**src/rtl/core/hmf_pkg.sv**
```systemverilog
// shared types, codes and constants of the http message framer
package hmf_pkg;

    localparam int COUNT_W = 25;
    localparam int LEN_W   = 32;
    localparam int POS_W   = 4;

    localparam logic [COUNT_W-1:0] MAX_MESSAGE_RESET = 25'd262144;
    localparam logic [POS_W-1:0]   PREFIX_LEN        = 4'd15;
    localparam logic [LEN_W-1:0]   LEN_SATURATED     = 32'hFFFF_FFFF;

    localparam logic [7:0] CH_CR    = 8'h0D;
    localparam logic [7:0] CH_LF    = 8'h0A;
    localparam logic [7:0] CH_SPACE = 8'h20;
    localparam logic [7:0] CH_TAB   = 8'h09;
    localparam logic [7:0] CH_ZERO  = 8'h30;
    localparam logic [7:0] CH_NINE  = 8'h39;

    // line terminator progress codes
    localparam logic [1:0] TERM_NONE   = 2'd0;
    localparam logic [1:0] TERM_CR     = 2'd1;
    localparam logic [1:0] TERM_CRLF   = 2'd2;
    localparam logic [1:0] TERM_CRLFCR = 2'd3;

    typedef enum logic [3:0] {
        LEN_SEARCH = 4'b0001,
        LEN_BLANKS = 4'b0010,
        LEN_DIGITS = 4'b0100,
        LEN_DONE   = 4'b1000
    } len_phase_t;

    typedef enum logic [2:0] {
        FRAME_HEADERS = 3'b001,
        FRAME_BODY    = 3'b010,
        FRAME_ERROR   = 3'b100
    } frame_phase_t;

    typedef struct packed {
        logic [7:0] in_byte;
        logic       new_connection;
    } item_t;

    typedef struct packed {
        logic [7:0] out_byte;
        logic       last_of_message;
        logic       too_large;
        logic       dropped;
    } result_t;

    typedef struct packed {
        logic [1:0]       term;
        logic             line_start;
        logic [POS_W-1:0] prefix_pos;
        len_phase_t       len_phase;
        logic [LEN_W-1:0] len_value;
    } hdr_state_t;

    localparam hdr_state_t HDR_RESET = '{
        term:       TERM_NONE,
        line_start: 1'b1,
        prefix_pos: '0,
        len_phase:  LEN_SEARCH,
        len_value:  '0
    };

    // lower-case form of "content-length:"
    function automatic logic [7:0] prefix_char(input logic [POS_W-1:0] pos);
        logic [7:0] c;
        begin
            case (pos)
                4'd0:    c = 8'h63; // c
                4'd1:    c = 8'h6F; // o
                4'd2:    c = 8'h6E; // n
                4'd3:    c = 8'h74; // t
                4'd4:    c = 8'h65; // e
                4'd5:    c = 8'h6E; // n
                4'd6:    c = 8'h74; // t
                4'd7:    c = 8'h2D; // -
                4'd8:    c = 8'h6C; // l
                4'd9:    c = 8'h65; // e
                4'd10:   c = 8'h6E; // n
                4'd11:   c = 8'h67; // g
                4'd12:   c = 8'h74; // t
                4'd13:   c = 8'h68; // h
                4'd14:   c = 8'h3A; // :
                default: c = 8'h00;
            endcase
            return c;
        end
    endfunction

    function automatic logic [7:0] fold_case(input logic [7:0] b);
        logic [7:0] r;
        begin
            r = b;
            if (b >= 8'h41 && b <= 8'h5A)
            begin
                r = b + 8'h20;
            end
            return r;
        end
    endfunction

endpackage

```
**src/rtl/core/hmf_header_parse.sv**
```systemverilog
// header scanner: terminator tracking, content-length match and digit accumulation
module hmf_header_parse (
    input  hmf_pkg::hdr_state_t hdr,
    input  logic [7:0]          in_byte,
    output hmf_pkg::hdr_state_t hdr_next,
    output logic                header_end
);
    import hmf_pkg::*;

    logic                is_digit;
    logic [3:0]          digit;
    logic [LEN_W+3:0]    scaled;
    logic [LEN_W-1:0]    accum;
    logic [POS_W-1:0]    pos_inc;
    logic                char_match;

    assign is_digit = (in_byte >= CH_ZERO) && (in_byte <= CH_NINE);
    assign digit    = in_byte[3:0];

    // value * 10 + digit, saturating at 32 bits
    assign scaled = {1'b0, hdr.len_value, 3'b000} + {3'b000, hdr.len_value, 1'b0}
                  + {{LEN_W{1'b0}}, digit};
    assign accum  = (scaled[LEN_W+3:LEN_W] != 4'd0) ? LEN_SATURATED : scaled[LEN_W-1:0];

    assign pos_inc    = hdr.prefix_pos + 4'd1;
    assign char_match = (hdr.prefix_pos < PREFIX_LEN)
                     && (fold_case(in_byte) == prefix_char(hdr.prefix_pos));

    always_comb
    begin
        hdr_next   = hdr;
        header_end = 1'b0;

        case (hdr.len_phase)
            LEN_BLANKS:
            begin
                if (is_digit)
                begin
                    hdr_next.len_value = {{(LEN_W-4){1'b0}}, digit};
                    hdr_next.len_phase = LEN_DIGITS;
                end
                else if (in_byte != CH_SPACE && in_byte != CH_TAB)
                begin
                    hdr_next.len_phase = LEN_DONE;
                end
            end
            LEN_DIGITS:
            begin
                if (is_digit)
                begin
                    hdr_next.len_value = accum;
                end
                else
                begin
                    hdr_next.len_phase = LEN_DONE;
                end
            end
            LEN_SEARCH:
            begin
                if (hdr.line_start)
                begin
                    if (char_match)
                    begin
                        hdr_next.prefix_pos = pos_inc;
                        if (pos_inc == PREFIX_LEN)
                        begin
                            hdr_next.len_phase = LEN_BLANKS;
                        end
                    end
                    else
                    begin
                        hdr_next.line_start = 1'b0;
                    end
                end
            end
            default:
            begin
            end
        endcase

        // only cr lf ends a line
        if (in_byte == CH_CR)
        begin
            hdr_next.term = (hdr.term == TERM_CRLF) ? TERM_CRLFCR : TERM_CR;
        end
        else if (in_byte == CH_LF)
        begin
            header_end = (hdr.term == TERM_CRLFCR);
            if (hdr.term == TERM_CR || hdr.term == TERM_CRLFCR)
            begin
                hdr_next.term       = TERM_CRLF;
                hdr_next.line_start = 1'b1;
                hdr_next.prefix_pos = '0;
            end
            else
            begin
                hdr_next.term = TERM_NONE;
            end
        end
        else
        begin
            hdr_next.term = TERM_NONE;
        end
    end

endmodule

```
**src/rtl/core/http_message_framer_unit.sv**
```systemverilog
// top level of the http message framer: frame tracking, size checks and output skid
// an accepted byte's result is registered in the output register, or in the skid while the output stalls
// throughput: one byte per cycle while the skid is empty; the combinational header scan and size compare set it
// a two-entry output stage (result register plus skid) takes one more byte when the output stalls
// reset: rst_n clears all parse state, the flow control and sets the size limit to 262144
// a new_connection byte clears the parse state ahead of its own processing
module http_message_framer_unit (
    input  logic                          clk,
    input  logic                          rst_n,
    input  logic                          item_valid,
    output logic                          item_stall,
    input  hmf_pkg::item_t                item,
    output logic                          result_valid,
    input  logic                          result_stall,
    output hmf_pkg::result_t              result,
    input  logic                          max_bytes_we,
    input  logic [hmf_pkg::COUNT_W-1:0]   max_bytes_wdata
);
    import hmf_pkg::*;

    logic [COUNT_W-1:0] max_bytes_reg;
    logic [COUNT_W-1:0] count_reg;
    logic [COUNT_W-1:0] count_next;
    logic [COUNT_W-1:0] total_reg;
    logic [COUNT_W-1:0] total_next;
    frame_phase_t       frame_reg;
    frame_phase_t       frame_next;
    hdr_state_t         hdr_reg;
    hdr_state_t         hdr_next;

    logic               out_valid_reg;
    logic               skid_valid_reg;
    result_t            out_reg;
    result_t            skid_reg;
    result_t            res_next;

    hdr_state_t         hdr_eff;
    hdr_state_t         hdr_scan;
    logic               header_end;
    logic [COUNT_W-1:0] count_eff;
    logic [COUNT_W-1:0] total_eff;
    frame_phase_t       frame_eff;
    logic [COUNT_W-1:0] count_inc;
    logic [LEN_W:0]     msg_total;

    logic               accept_in;
    logic               out_take;

    assign item_stall   = skid_valid_reg;
    assign accept_in    = item_valid && !skid_valid_reg;
    assign out_take     = out_valid_reg && !result_stall;
    assign result_valid = out_valid_reg;
    assign result       = out_reg;

    // a new connection starts from clean parse state
    assign hdr_eff   = item.new_connection ? HDR_RESET : hdr_reg;
    assign count_eff = item.new_connection ? '0 : count_reg;
    assign total_eff = item.new_connection ? '0 : total_reg;
    assign frame_eff = item.new_connection ? FRAME_HEADERS : frame_reg;

    assign count_inc = count_eff + 25'd1;
    assign msg_total = {{(LEN_W+1-COUNT_W){1'b0}}, count_inc} + {1'b0, hdr_scan.len_value};

    hmf_header_parse u_parse (
        .hdr        (hdr_eff),
        .in_byte    (item.in_byte),
        .hdr_next   (hdr_scan),
        .header_end (header_end)
    );

    always_comb
    begin
        res_next                 = '0;
        res_next.out_byte        = item.in_byte;
        hdr_next                 = hdr_eff;
        count_next               = count_eff;
        total_next               = total_eff;
        frame_next               = frame_eff;

        case (frame_eff)
            FRAME_ERROR:
            begin
                res_next.dropped = 1'b1;
            end
            FRAME_HEADERS:
            begin
                count_next = count_inc;
                hdr_next   = hdr_scan;
                if (header_end)
                begin
                    if (msg_total > {{(LEN_W+1-COUNT_W){1'b0}}, max_bytes_reg})
                    begin
                        res_next.too_large = 1'b1;
                        frame_next         = FRAME_ERROR;
                        total_next         = msg_total[COUNT_W-1:0];
                    end
                    else if (hdr_scan.len_value == '0)
                    begin
                        // empty body: header end closes the message
                        res_next.last_of_message = 1'b1;
                        hdr_next                 = HDR_RESET;
                        count_next               = '0;
                        total_next               = '0;
                        frame_next               = FRAME_HEADERS;
                    end
                    else
                    begin
                        total_next = msg_total[COUNT_W-1:0];
                        frame_next = FRAME_BODY;
                    end
                end
                else if (count_inc >= max_bytes_reg)
                begin
                    res_next.too_large = 1'b1;
                    frame_next         = FRAME_ERROR;
                end
            end
            default:
            begin
                count_next = count_inc;
                if (count_inc >= total_eff)
                begin
                    res_next.last_of_message = 1'b1;
                    hdr_next                 = HDR_RESET;
                    count_next               = '0;
                    total_next               = '0;
                    frame_next               = FRAME_HEADERS;
                end
            end
        endcase
    end

    always_ff @(posedge clk or negedge rst_n)
    begin
        if (!rst_n)
        begin
            max_bytes_reg <= MAX_MESSAGE_RESET;
        end
        else if (max_bytes_we)
        begin
            max_bytes_reg <= max_bytes_wdata;
        end
    end

    always_ff @(posedge clk or negedge rst_n)
    begin
        if (!rst_n)
        begin
            hdr_reg   <= HDR_RESET;
            count_reg <= '0;
            total_reg <= '0;
            frame_reg <= FRAME_HEADERS;
        end
        else if (accept_in)
        begin
            hdr_reg   <= hdr_next;
            count_reg <= count_next;
            total_reg <= total_next;
            frame_reg <= frame_next;
        end
    end

    // output register with one skid entry behind it
    always_ff @(posedge clk or negedge rst_n)
    begin
        if (!rst_n)
        begin
            out_valid_reg  <= 1'b0;
            skid_valid_reg <= 1'b0;
        end
        else if (out_take || !out_valid_reg)
        begin
            out_valid_reg  <= skid_valid_reg || accept_in;
            skid_valid_reg <= 1'b0;
        end
        else if (accept_in)
        begin
            skid_valid_reg <= 1'b1;
        end
    end

    always_ff @(posedge clk)
    begin
        if (out_take || !out_valid_reg)
        begin
            if (skid_valid_reg)
            begin
                out_reg <= skid_reg;
            end
            else if (accept_in)
            begin
                out_reg <= res_next;
            end
        end
        else if (accept_in)
        begin
            skid_reg <= res_next;
        end
    end

`ifndef SYNTHESIS
    a_skid_behind_out: assert property (@(posedge clk) disable iff (!rst_n)
        skid_valid_reg |-> out_valid_reg)
        else $error("skid entry held without a result in the output register");

    a_flags_exclusive: assert property (@(posedge clk) disable iff (!rst_n)
        result_valid |-> $onehot0({result.last_of_message, result.too_large, result.dropped}))
        else $error("more than one status flag on a result");

    a_error_drops: assert property (@(posedge clk) disable iff (!rst_n)
        accept_in && frame_reg == FRAME_ERROR && !item.new_connection |-> res_next.dropped)
        else $error("byte not dropped in the error phase");

    a_skid_fill: assert property (@(posedge clk) disable iff (!rst_n)
        $rose(skid_valid_reg) |-> $past(out_valid_reg && result_stall && accept_in))
        else $error("skid filled without a stalled output");

    // the limit may be rewritten mid-body, so only the count is bounded here
    a_body_bound: assert property (@(posedge clk) disable iff (!rst_n)
        frame_reg == FRAME_BODY |-> count_reg < total_reg)
        else $error("body count beyond the message total");
`endif

endmodule

```
**config.mk**
```make
export PLATFORM = sky130hd
export DESIGN_NAME = http_message_framer_unit
export DESIGN_NICKNAME = d
export VERILOG_FILES = /design/src/rtl/core/hmf_pkg.sv /design/src/rtl/core/hmf_header_parse.sv /design/src/rtl/core/http_message_framer_unit.sv
export SDC_FILE = /design/constraint.sdc
export NUM_CORES = 1
export LEC_CHECK = 0
export BUFFER_PORTS_ARGS = -buffer_cell sky130_fd_sc_hd__buf_2
export CAP_MARGIN = 10
export CORE_MARGIN = 10
export CORE_UTILIZATION = 55
export CTS_BUF_LIST = sky130_fd_sc_hd__clkbuf_2 sky130_fd_sc_hd__clkbuf_4 sky130_fd_sc_hd__clkbuf_8
export CTS_CLUSTER_DIAMETER = 30
export CTS_CLUSTER_SIZE = 14
export DETAILED_ROUTE_END_ITERATION = 6
export PLACE_DENSITY_LB_ADDON = 0.2
export SYNTH_ARGS = -nofsm -noshare
export SYNTH_HDL_FRONTEND = slang
export SYNTH_HIERARCHICAL = 1
export SYNTH_SLANG_ARGS = --single-unit
```
**constraint.sdc**
```tcl
create_clock -name clk -period 8.15 [get_ports clk]
set_clock_uncertainty 0.05 [all_clocks]
set_input_delay 0.4075 -clock clk [delete_from_list [all_inputs] [get_ports clk]]
set_output_delay 0.4075 -clock clk [all_outputs]
set_load 0.03 [all_outputs]
```
==> results of run 1 <==
[final timing paths]
kind	slack [ns]	cells after the start	from	endpoint
max in group asynchronous	6.21	3	rst_n	hdr_reg[41]
worst min register to register	0.42	2	hdr_reg[40]	hdr_reg[40]
worst max register to register	0.34	32	hdr_reg[0]	count_reg[13]
worst max-delay path	0.34	32	hdr_reg[0]	count_reg[13]
worst min-delay path	0.09	3	max_bytes_wdata[6]	max_bytes_reg[6]
min in group asynchronous	0.51	2	rst_n	count_reg[9]
[final cells by class]
type	instances	area (um^2)	area share (%)
clock buffers	18	241	1.57
well taps	324	405	2.64
clock inverters	14	146	0.954
flip-flops and latches	145	3740	24.4
inverters	57	214	1.39
repair buffers	160	1140	7.43
multi-input cells	1293	9460	61.6
[metrics by stage]
step / setup slack [ns] / power, W / hold WS (ns) / instances
2_1_floorplan: 0.00193 / 0.000945 / 0.0619 / 1568
3_3_place_gp: -0.0158 / 0.00103 / 0.407 / 1975
3_5_place_dp: -0.115 / 0.00103 / 0.414 / 1975
4_1_cts: 0.146 / 0.00162 / 0.0785 / 2008
5_1_grt: -0.0112 / 0.00168 / 0.0885 / 2011
6_report: 0.344 / 0.00162 / 0.0878 / 2011
[repair_timing]
action,4_1_cts,5_1_grt
setup endpoints to repair,0,100
setup buffers,0,2
resized for setup,0,9
hold buffers,1,0
hold endpoints to repair,2,0
[cells in the final DEF (no fill, tap or decap), types with 11 or more instances in the layout]
cell / instances
a211oi_1: 17
a21o_1: 32
a21oi_1: 95
a221o_1: 18
a22o_1: 92
a31oi_1: 14
buf_2: 50
buf_4: 104
clkbuf_8: 17
dfrtp_1: 119
edfxtp_1: 22
ha_1: 175
inv_1: 57
mux2_2: 12
nand2_1: 142
nand2b_1: 38
nand3_1: 33
nand4_1: 44
nor2_1: 104
nor2b_1: 59
nor3_1: 23
nor4_1: 21
o211ai_1: 11
o21a_1: 19
o21ai_0: 95
xnor2_1: 47
xor2_1: 27
[metal layers]
metal / global-route usage (%) / routed length, um
met3: 2.90 / 2300
met5: 0 / 0
met4: 6.91 / 762
met2: 42.4 / 19600
met1: 34.7 / 18700
[critical path: cells and delay by family, from the launching register on]
family | cells | cell delay, ns
AO/OA/AOI/OAI | 13 | 3.08
adder cells (fa/ha/maj) | 5 | 1.98
AND/OR/NAND/NOR | 9 | 1.65
flip-flops | 1 | 0.39
buffers and inverters | 3 | 0.26
XOR/XNOR | 1 | 0.14
multiplexers | 1 | 0.14
[power groups by stage]
stage / Combinational, W / Clock, W / Sequential (W)
3_3_place_gp: 0.000235 / 0 / 0.000792
4_1_cts: 0.000243 / 0.000596 / 0.000778
6_report: 0.000249 / 0.000594 / 0.000778
2_1_floorplan: 0.000145 / 0 / 0.000800
5_1_grt: 0.000275 / 0.000628 / 0.000782
3_5_place_dp: 0.000242 / 0 / 0.000792
[cell families (layout without fill, tap and decap cells)]
group,Yosys count,after routing,share of synthesized area [%]
simple gates,527,527,19.7
mux,19,19,1.57
buf+inv,131,249,4.33
flops,145,145,27.2
fa+ha+maj,178,178,16.4
xor+xnor,74,74,4.72
compound gates,494,495,26.1
[Yosys cell counts (23+ instances only)]
cell,count
ha_1,175
nand2_1,142
dfrtp_1,119
nor2_1,104
o21ai_0,98
a21oi_1,96
a22o_1,92
nor2b_1,59
inv_1,57
xnor2_1,47
nand4_1,44
clkbuf_1,38
nand2b_1,38
nand3_1,33
a21o_1,32
xor2_1,27
nor3_1,23
==> results.yml, run 1 <==
drt:
  viasPerCell: 6.37
  wl_per_cell_um: 20.6
  vias: 12800
  antenna_left: 0
  drt_iter0_markers: 1310
  route.detailed.drc: 1
  drt_wl_total_mm: 41.4
  drtPass1Iterations: 7
power:
  p_leak_nw: 7.26
  max-vdd-ir-drop_mv: 0.0892
  p_clk_share_pct: 36.6
  p_per_area_nw_per_um2: 106
  switching_power_w: 0.000522
  switching_share_pct: 32.2
  power.internal_w: 0.00110
  combPwrFrac_pct: 15.4
  seqPwrFrac_pct: 48.0
cells_and_area:
  drive_gt1_share_pct: 15.6
  nets: 1891
  finish.utilization_pct: 62.7
  area_delta_synth_final_pct: 11.7
  fillers: 2141
  finalInstanceArea_um2: 15300
  largest_register_ffs: 43
  diodes: 0
logic_synthesis:
  synth-edff-count: 22
  ys_seq_area_share_pct: 27.2
  ys_ff_latch: 145
  syn-instance-count: 1568
  async_flop_share_pct: 84.8
  synth_top_area_share_pct: 21.7
  ys_types: 96
  ys.flop_type: "dfrtp_1"
  synth_fp_nets: 1785
  synth_area_leaders: "dfrtp_1 (22%), ha_1 (16%), a22o_1 (5.9%)"
  syn-cell-area_um2: 13700
  syn_avg_cell_area_um2: 8.76
  ys_warn_count: 6
  yosysTopAreaCell: "dfrtp_1"
cts:
  cts_root_buffer: "clkbuf_8"
  numCtsBuffers: 17
  clk_pin_slew_worst_paths_ns: 0.11
  htree_levels: 4
  cts_max_path_buffers: 2
  clk-insertion-delay-late_ns: 0.47
  cts_tree: "yes"
  cts.sinks: 145
floorplanning:
  die_h_um: 178
  die_x_um: 178
  core_region_area_um2: 24500
  initial_core_util_pct: 56.2
  fp.dieArea_um2: 31700
  rows: 57
  ioPinCount: 52
setup_path:
  worst_path_max_delay_cell: "fa_1"
  worstPathMaxFanout: 12
  cp-start-kind: "flop"
  max_stage_delay_ns: 0.58
  critical_path_arrival_ns: 8.11
  worstSetupPathType: "reg -> reg"
  cp-end-kind: "flop"
  required_ns: 8.45
  crit_top_cell: "fa_1"
global_route:
  grt-ovfl-total: 0
  grt_start_max_net_pins: 65
  grt_pass1_wl_mm: 65.8
  track_usage_pct: 25.6
  antenna_found_initial: 0
  grt_pass1_vias: 12400
sta:
  finalSetupViolCount: 0
  fmax_ghz: 0.128
  max-slew-margin-rel_pct: 21.5
  setup_tns_ns: 0
  period_share_pct: 95.8
  slew_violations: 0
  tightest_slew_ns: 1.17
  period_minus_slack_ns: 7.81
  hold_viol: 0
placed_design:
  portBuffers: 51
  hpwl_mm: 32.1
  place_area_um2: 14900
  place_congestion: 0.974
run_status:
  outcome: "finished, violations left"
  failed_checks: "design-rule violations"
job:
  maxCapViolCount: 0
hold_path:
  hp-class: "in -> reg"
No activity file was read; power rests on OpenSTA's default activity.
==> run 2, diff against run 1 <==
- CTS_BUF_LIST: sky130_fd_sc_hd__clkbuf_2 sky130_fd_sc_hd__clkbuf_4 sky130_fd_sc_hd__clkbuf_8 -> default
==> results.yml, run 2 (synthesis gave the netlist of run 1 again) <==
setup_path:
  rr_worst_depth: 32
  worstPathMaxFanout: 12
  reg2reg_from: "hdr_reg[0]"
  crit_top_cell: "fa_1"
  crit_start: "hdr_reg[0]"
  r2r_slack_ns: 0.38
  required_ns: 8.41
  rr_endpoint: "count_reg[13]"
  worst_path_max_delay_cell: "fa_1"
  critical_path_arrival_ns: 8.03
  cp-end-kind: "flop"
  max_stage_delay_ns: 0.58
  worstSetupPathType: "reg -> reg"
  crit_family: "compound AO/OA/AOI/OAI gates"
  cp-start-kind: "flop"
  path_buf_inv: 3
cells_and_area:
  mostFrequentLayoutCells: "ha_1 (175), nand2_1 (142), dfrtp_1 (119)"
  diodes: 0
  finalInstanceArea_um2: 15500
  nets: 1890
  final_common_cell: "ha_1"
  drive_gt1_share_pct: 15.5
  largest_register_ffs: 43
  fillers: 2112
  area_delta_synth_final_pct: 13.0
power:
  switching_power_w: 0.000549
  p_per_area_nw_per_um2: 118
  p_leak_nw: 7.34
  p_clk_share_pct: 43.5
  switching_share_pct: 30.1
  max-vdd-ir-drop_mv: 0.129
  combPwrFrac_pct: 13.8
  seqPwrFrac_pct: 42.7
  power.internal_w: 0.00128
floorplanning:
  ioPinCount: 52
  rows: 57
  die_h_um: 178
  die_x_um: 178
  initial_core_util_pct: 56.2
  core_region_area_um2: 24500
  fp.dieArea_um2: 31700
drt:
  route.detailed.drc: 0
  drt_iter0_markers: 1168
  wl_per_cell_um: 20.7
  antenna_left: 0
  drtPass1Iterations: 6
  viasPerCell: 6.38
  vias: 12800
  drt_wl_total_mm: 41.7
global_route:
  antenna_found_initial: 0
  grt-ovfl-total: 0
  grt_pass1_wl_mm: 65.9
  grt_start_max_net_pins: 65
  track_usage_pct: 25.7
  grt_pass1_vias: 12400
sta:
  fmax_ghz: 0.129
  max-slew-margin-rel_pct: 17.6
  period_minus_slack_ns: 7.77
  period_share_pct: 95.3
  tightest_slew_ns: 1.22
  hold_viol: 0
  slew_violations: 0
  finalSetupViolCount: 0
  setup_tns_ns: 0
cts:
  numCtsBuffers: 17
  cts_hold_buffers: 0
  cts.sinks: 145
  htree_levels: 4
  cts_root_buffer: "clkbuf_16"
  clk-insertion-delay-late_ns: 0.43
  cts_tree: "yes"
  cts_max_path_buffers: 2
  clk_pin_slew_worst_paths_ns: 0.07
hold_path:
  hp-class: "in -> async"
job:
  maxCapViolCount: 0
placed_design:
  hpwl_mm: 32.1
  place_area_um2: 14900
  place_congestion: 0.974
  portBuffers: 51
run_status:
  outcome: "complete, no violations"
run 2: area by class of cell:
type	count	area (um^2)	area share (%)
multi-input combinational	1293	9460	60.9
sequential	145	3740	24.1
timing repair buffer	159	1130	7.29
clock buffer	18	429	2.76
tap	324	405	2.61
inverter	57	214	1.38
clock inverter	14	146	0.943
run 2: what timing repair did:
action                                  in CTS  in global routing
buffers inserted                             0                  2
resized for setup                            0                  9
endpoints found under the setup margin       0                100
run 2: metal layers:
metal / track usage, % / vias up / share of wire, %
met5: 0 / - / 0
met1: 35.0 / 6216 / 45
met3: 2.58 / 47 / 5.5
li1: - / 6093 / -
met2: 42.8 / 469 / 48
met4: 5.97 / 0 / 1.5
run 2: power by group through the flow:
| stage | logic, W | registers [W] | clock network [W] |
|---|---|---|---|
| final | 0.000253 | 0.000779 | 0.000794 |
| after global routing | 0.000275 | 0.000782 | 0.000828 |
| after CTS | 0.000244 | 0.000779 | 0.000798 |
| after detailed placement | 0.000242 | 0.000792 | 0 |
| after global placement | 0.000235 | 0.000792 | 0 |
| after floorplan | 0.000145 | 0.000800 | 0 |
run 2: worst register-to-register path, delay by kind of cell (launching register included):
family	cells	cell delay (ns)
XOR/XNOR	1	0.14
AO/OA/AOI/OAI	13	3.07
multiplexers	1	0.14
adder cells (fa/ha/maj)	5	1.97
AND/OR/NAND/NOR	9	1.65
buffers and inverters	3	0.27
flip-flops	1	0.38
run 2: metrics by stage:
step           cells  setup WS [ns]  total power [W]  hold slack [ns]  utilization [%]
2_1_floorplan   1568        0.00193         0.000945           0.0619                -
3_3_place_gp    1975        -0.0158          0.00103            0.407             60.8
3_5_place_dp    1975         -0.115          0.00103            0.414             60.8
4_1_cts         2007          0.146          0.00182           0.0481             63.2
5_1_grt         2010        -0.0104          0.00189           0.0623             63.5
6_report        2010          0.384          0.00182           0.0203             63.5
run 2: worst max path at each step:
stage	slack (ns)	endpoint	cells past startpoint
detailed placement	-0.12	count_reg[8]	33
global placement	-0.02	count_reg[4]	33
finish	0.38	count_reg[13]	32
CTS	0.15	count_reg[13]	31
global route	-0.01	count_reg[11]	32
floorplan	0.002	count_reg[5]	38
